==> src/design/assert_macros.svh <==
// assertion macros shared by the chandelier exit stops rtl
`ifndef ASSERT_MACROS_SVH
`define ASSERT_MACROS_SVH

// same-cycle implication
`define ASSERT_IMPL(name, clk, rst, pre, post) \
  name: assert property (@(posedge clk) disable iff (rst) (pre) |-> (post)) \
    else $error("ces assertion failed");

// next-cycle implication
`define ASSERT_NEXT(name, clk, rst, pre, post) \
  name: assert property (@(posedge clk) disable iff (rst) (pre) |=> (post)) \
    else $error("ces assertion failed");

`endif

==> src/design/ces_pkg.sv <==
// shared constants, types and helpers for the chandelier exit stops block
package ces_pkg;

  localparam int WINDOW        = 64;
  localparam int PRICE_BITS    = 32;
  localparam int PTR_BITS      = $clog2(WINDOW);
  localparam int LEN_BITS      = $clog2(WINDOW + 1);
  localparam int SUM_BITS      = PRICE_BITS + PTR_BITS;
  localparam int DIV_STEPS     = (SUM_BITS + 1) / 2;
  localparam int DIV_BITS      = 2 * DIV_STEPS;
  localparam int STEP_BITS     = $clog2(DIV_STEPS + 1);
  localparam int COEFF_BITS    = 4;
  localparam int CFG_LEN_BITS  = 7;
  localparam int CFG_DATA_BITS = 7;
  localparam int CFG_IDX_BITS  = 2;
  localparam int LONG_BITS     = 37;
  localparam int SHORT_BITS    = 36;

  localparam logic [COEFF_BITS-1:0]   COEFF_RESET  = 4'd3;
  localparam logic [CFG_LEN_BITS-1:0] LENGTH_RESET = 7'd22;

  typedef enum logic [CFG_IDX_BITS-1:0] {
    CFG_COEFFICIENT    = 2'd0,
    CFG_ATR_LENGTH     = 2'd1,
    CFG_EXTREME_LENGTH = 2'd2
  } cfg_index_t;

  typedef enum logic [2:0] {
    ST_IDLE,
    ST_WRITE,
    ST_SCAN,
    ST_DIV_LOAD,
    ST_DIV,
    ST_MUL,
    ST_OUT
  } ces_state_t;

  typedef struct packed {
    logic capture;
    logic write;
    logic scan_issue;
    logic div_load;
    logic div_step;
    logic mul;
    logic out_load;
  } ces_cmd_t;

  typedef struct packed {
    logic scan_done;
    logic div_done;
    logic out_free;
  } ces_status_t;

  // zero acts as one, anything past the ring depth acts as the depth
  function automatic logic [LEN_BITS-1:0] eff_len(input logic [CFG_LEN_BITS-1:0] len);
    logic [LEN_BITS-1:0] res;
    if (len == '0) begin
      res = LEN_BITS'(1);
    end else if (int'(len) > WINDOW) begin
      res = LEN_BITS'(WINDOW);
    end else begin
      res = LEN_BITS'(len);
    end
    return res;
  endfunction

endpackage

==> src/design/ces_ctrl.sv <==
// sequencing state machine for the chandelier exit stops block
`include "assert_macros.svh"

module ces_ctrl import ces_pkg::*; (
  input  logic        clk,
  input  logic        rst,
  input  logic        in_valid,
  output logic        in_stall,
  input  ces_status_t sts,
  output ces_cmd_t    cmd
);

  ces_state_t state;
  ces_state_t state_next;

  always_ff @(posedge clk) begin
    if (rst) begin
      state <= ST_IDLE;
    end else begin
      state <= state_next;
    end
  end

  always_comb begin
    state_next = state;
    unique case (state)
      ST_IDLE: begin
        if (in_valid) state_next = ST_WRITE;
      end
      ST_WRITE:    state_next = ST_SCAN;
      ST_SCAN: begin
        if (sts.scan_done) state_next = ST_DIV_LOAD;
      end
      ST_DIV_LOAD: state_next = ST_DIV;
      ST_DIV: begin
        if (sts.div_done) state_next = ST_MUL;
      end
      ST_MUL:      state_next = ST_OUT;
      ST_OUT: begin
        if (sts.out_free) state_next = ST_IDLE;
      end
      default:     state_next = ST_IDLE;
    endcase
  end

  always_comb begin
    cmd      = '0;
    in_stall = 1'b1;
    unique case (state)
      ST_IDLE: begin
        in_stall    = 1'b0;
        cmd.capture = in_valid;
      end
      ST_WRITE:    cmd.write = 1'b1;
      ST_SCAN:     cmd.scan_issue = !sts.scan_done;
      ST_DIV_LOAD: cmd.div_load = 1'b1;
      ST_DIV:      cmd.div_step = 1'b1;
      ST_MUL:      cmd.mul = 1'b1;
      ST_OUT:      cmd.out_load = sts.out_free;
      default:     cmd = '0;
    endcase
  end

  `ASSERT_NEXT(a_accept_to_write, clk, rst, state == ST_IDLE && in_valid, state == ST_WRITE)
  `ASSERT_NEXT(a_out_wait_holds, clk, rst, state == ST_OUT && !sts.out_free, state == ST_OUT)

endmodule

==> config.mk <==
export PLATFORM = sky130hd
export DESIGN_NAME = ces_ctrl
export DESIGN_NICKNAME = d
export VERILOG_FILES = /design/src/design/ces_pkg.sv /design/src/design/ces_ctrl.sv
export VERILOG_INCLUDE_DIRS = /design/src /design/src/design
export SDC_FILE = /design/constraint.sdc
export NUM_CORES = 1
export LEC_CHECK = 0
export ABC_AREA = 1
export BUFFER_PORTS_ARGS = -buffer_cell sky130_fd_sc_hd__buf_2
export CORE_AREA = 2 2 39 41
export DETAILED_ROUTE_END_ITERATION = 12
export DIE_AREA = 0 0 41 43
export HOLD_SLACK_MARGIN = 0.12
export RECOVER_POWER = 50
export SLEW_MARGIN = 20
export SYNTH_ARGS = -nofsm -noshare
export SYNTH_HDL_FRONTEND = slang
export SYNTH_SLANG_ARGS = --single-unit
==> constraint.sdc <==
create_clock -name clk -period 1.1 [get_ports clk]
set_clock_uncertainty 0.1 [all_clocks]
set_input_delay 0.11 -clock clk [delete_from_list [all_inputs] [get_ports clk]]
set_output_delay 0.11 -clock clk [all_outputs]
set_load 0.02 [all_outputs]
### Word level (Yosys, flattened, before mapping)

Cells that the tools add are included.

| cells by class | value |
|---|---|
| equal/unequal tests | 10 |
| muxes and demuxes | 13 |
| reductions and logical operators | 3 |

Operator list:

| operator | number |
|---|---|
| $pmux W3 S7 | 1 |
| $mux W3 | 4 |
| $eq A3 B3 Y1 const B | 3 |
| $mux W1 | 8 |
| $ne A2 B2 Y1 const B | 4 |
| $eq A3 B2 Y1 const B | 2 |
| $reduce_and A4 Y1 | 1 |
| $eq A3 B1 Y1 const B | 1 |
| $logic_not A3 Y1 | 1 |
| $logic_not A1 Y1 | 1 |

| storage, ports and cells | value |
|---|---|
| register bits after elaboration | 3 |
| output and inout bits | 8 |
| logic and storage cells | 27 |

### Depth between registers and ports, before layout

| logic depth | value |
|---|---|
| depth in word-level cells | 3 |
| depth in mapped cells | 8 |
| gate-level depth less buffers | 7 |

### Worst setup path after synthesis

No wires, ideal clock.

| timing | value |
|---|---|
| kind | reg-to-output |
| start point | register state[1] |
| end point | output cmd[6] in the netlist's numbering |
| arrival time | 1,006 ps |
| path slack | -116 ps |
| cell stages (with the launch flop) | 4 |
| path buffers | 0 |
| cells stage by stage | dfxtp_1 > nor2_1 > nand2_1 > nor2_1 |

RTL lines:

| element | RTL line | source |
|---|---|---|
| start: declaration | ces_ctrl.sv:13 | `ces_state_t state;` |
| start signal: assignment | ces_ctrl.sv:20 | `state <= state_next;` |
| end: declaration | ces_ctrl.sv:10 | `output ces_cmd_t cmd` |

==> run summary <==
After clock tree synthesis, the clock-pin slew on the worst setup and hold paths is 0.04 ns. The first detailed-routing pass took 2 iterations. The floorplan row count is 14. The critical path class is reg2out. The post-synthesis sequential area ratio is 0.240. After detailed routing, the average wire length per cell comes to 9.41 µm. The multi-input combinational cells in the finished layout cover a total of 224 µm². The cell area power density is between 3000 and 4000 mW/mm². The number of antenna diodes in the final layout is 0. For this design, the sink count on the clock tree is 3. The CTS tree is done. The worst-path maximum fanout is 3. The antenna violation net count after detailed routing came out at 0. The maximum number of pins on one net before global-route repair came out at 8. The register with the most flip-flops in the layout has 3 of them.

STA puts the critical path data required time at 0.89 ns. The width of the die is ~40 µm. The number of nets produced by synthesis is 52. After filler insertion, the fill cell instance count of the layout stands at 141. The number of antenna violations at the first check in global routing was 0.

The worst setup path startpoint is state[0]. The count of input and output buffers came out at 13. Counting along the longest clock path gives a buffer depth of 2. The final reports fail on negative setup slack.

The later pin in the worst-skew pair is clocked with a latency of 0.24 ns. Traced cell by cell, the critical path runs through buf_6, nand2_4, nor2_1, buf_4. The area added between synthesis and finish came out at 140%.

The worst setup path is captured at a primary output. The cell type contributing the most total cell area after synthesis is sky130_fd_sc_hd__dfxtp_1. Setup repair after global routing could not meet its margin everywhere. The standby leakage power is 0.297 nW.

The combined flip-flop and latch cell area is 71.3 µm². The worst setup path is launched from a flip-flop. In the post-synthesis netlist, the biggest area contributors are sky130_fd_sc_hd__dfxtp_1 24%, sky130_fd_sc_hd__nor2_1 21%, sky130_fd_sc_hd__nand2_1 12%. The post-layout instance count excluding filler cells is 91. The share of post-route cells with drive strength above 1 came out at 0.653. In this run, placement finished with an instance count of 81. The largest individual stage delay along the critical path comes from the cell sky130_fd_sc_hd__dfxtp_4.

The overall power of the completed layout came out at 1.90 mW. Ranked by instance count, the synthesized netlist is headed by 14 x sky130_fd_sc_hd__nor2_1, 8 x sky130_fd_sc_hd__nand2_1, 7 x sky130_fd_sc_hd__inv_1. The violation count after the first detailed-routing iteration is 3.

The core box area came out at roughly 0.0014 mm². In this design, the stage delay of the slowest critical-path cell is 0.37 ns. The area of the mapped netlist came out at approximately 250 µm². The initial core utilization came out at 0.181. The tree is rooted in a sky130_fd_sc_hd__clkbuf_4. For the worst setup path, the data arrival time is approximately 1.0 ns. The total CTS buffers is 3.

Using the TritonRoute via totals, the vias-per-cell ratio works out to 4.16. The I/O pin count came out at 14. The register with the most flip-flops is state. The final layout contains routed wiring with a total length of 856 µm.

The run finished, with violations left. The number of warnings reported in the yosys synthesis log is 0. The total track usage is 0.119.

Synthesis instantiated 12 different standard cells from the library. The number of slew-limit violations in the final report came out at 0. In the final design database the tool counted 82 nets. The DRC violation count after routing came out at 0. Synthesis inferred 3 register bits.

The synthesized area divided by synthesized cell count came out at 5.44 µm². In this run the critical register-to-register path is launched from state[2]. The number of enable flip-flop cells after synthesis is 0. The worst hold-check path type is in2reg. Static timing analysis puts the maximum clock frequency at a little over 800 MHz. Synthesis handed over a netlist of 46 instances. The most used flip-flop cell after synthesis is sky130_fd_sc_hd__dfxtp_1. The residual overflow from global routing came out at 0. The area enclosed by the die boundary came out at about 0.0018 mm².

The measured slew at the worst slew-check pin came out at 0.123 ns. The final worst-path cycle share came out at 1.13. The HPWL after detailed placement is 536 µm. In the final layout, the registers with the most flip-flops are state: 3 flops.

The final-report hold violation count came out at 0. The total of endpoints with negative setup slack in the final report came out at 11. The die span in y is approximately 43 µm. Across the run, the number of max-cap violations was 0.

The H-tree depth is 1. The global placer's final weighted congestion came out at between 0.7 and 0.8. The final setup slack of the worst path came out at -0.144 ns. The wire length of the first global-routing pass is 1440 µm. The remaining max-slew budget at the tightest pin came out at 0.918. Of the post-synthesis cell area, the dominant cell type holds 0.240. The routed design could run at a clock period as short as 1.24 ns. The worst slack at placement is -0.162 ns. The worst supply voltage drop on vdd is 1.27 mV. The via count of the first global-routing pass was 369. The async set or reset register ratio after synthesis came out at 0. The detailed router placed between 300 and 400 vias in this run.

The worst hold path begins at sts[0]. The most frequently used cell type in the post-synthesis netlist is sky130_fd_sc_hd__nor2_1.
[worst paths after layout]
| check | slack, ns | to | depth (start not counted) |
|---|---|---|---|
| max | -0.14 | cmd[5] | 4 |
| min reg2reg | 0.46 | state[2] | 2 |
| min | 0.21 | state[2] | 6 |
| max reg2reg | -0.09 | state[1] | 6 |
[where the power goes]
part           switching [mW]  total [mW]  internal [mW]
sequential              0.128       0.324          0.195
clock                  0.0605       0.196          0.136
combinational           0.696        1.38          0.681
total                   0.885        1.90           1.01
[critical path, delay by kind of cell (launching register included)]
kind / cells / cell delay [ns]
DFF: 1 / 0.37
buffers and inverters: 2 / 0.26
and+or+nand+nor: 2 / 0.15
[placed cells by master (no fill, tap or decap)]
master                          Yosys  layout
sky130_fd_sc_hd__a21oi_1            2       1
sky130_fd_sc_hd__a21oi_2            0       1
sky130_fd_sc_hd__buf_2              0       5
sky130_fd_sc_hd__buf_4              0      10
sky130_fd_sc_hd__buf_6              1      10
sky130_fd_sc_hd__clkbuf_1           0       1
sky130_fd_sc_hd__clkbuf_4           0       3
sky130_fd_sc_hd__clkinv_4           0       1
sky130_fd_sc_hd__dfxtp_4            0       3
sky130_fd_sc_hd__dlygate4sd3_1      0       1
sky130_fd_sc_hd__inv_1              7       4
sky130_fd_sc_hd__inv_2              0       2
sky130_fd_sc_hd__inv_4              0       1
sky130_fd_sc_hd__nand2_1            8       4
sky130_fd_sc_hd__nand2_2            0       3
sky130_fd_sc_hd__nand2_4            0       1
sky130_fd_sc_hd__nand3_1            5       3
sky130_fd_sc_hd__nand3_2            0       1
sky130_fd_sc_hd__nand3_4            0       1
sky130_fd_sc_hd__nand3b_1           1       1
sky130_fd_sc_hd__nand4_1            1       1
sky130_fd_sc_hd__nor2_1            14      10
sky130_fd_sc_hd__nor2_2             1       1
sky130_fd_sc_hd__nor2_4             0       4
sky130_fd_sc_hd__nor3_2             0       2
[cells by family (layout without fill, tap and decap cells)]
logic type      count (synthesis)  in the layout  synth area share
buf+inv                         9             38             0.170
flops                           3              3             0.240
compound gates                  2              2            0.0400
simple gates                   32             32             0.550
[cell type report]
type / count / area share
multi-input cells: 34 / 0.372
well taps: 16 / 0.0333
repair buffers: 26 / 0.370
clock buffers: 4 / 0.0437
flip-flops and latches: 3 / 0.119
inverters: 8 / 0.0624
[through the flow]
| stage | instance area (µm²) | hold WS [ns] | setup TNS [ns] | util |
|---|---|---|---|---|
| 2_1_floorplan | 285 | 0.0750 | -0.0420 | - |
| 3_3_place_gp | 412 | 0.180 | -0.500 | 0.297 |
| 3_5_place_dp | 412 | 0.186 | -0.549 | 0.297 |
| 4_1_cts | 586 | 0.217 | -1.28 | 0.423 |
| 5_1_grt | 602 | 0.268 | -1.83 | 0.435 |
| 6_report | 602 | 0.208 | -1.22 | 0.435 |
[what timing repair did]
item	4_1_cts	5_1_grt
endpoints found under the setup margin	11	11
hold endpoints to repair	3	0
gates resized for setup	34	5
setup buffers	5	0
pin swaps	9	7
hold buffers	1	0
[routing by layer]
layer  global-route usage  vias to the layer above  part of all wire
met3               0.0628                        0             0.054
met5                    0                        -                 0
met1                0.131                      171              0.39
li1                     -                      200                 -
met4               0.0200                        0                 0
met2                0.197                        8              0.56
Power figures use the tool's default switching activity.
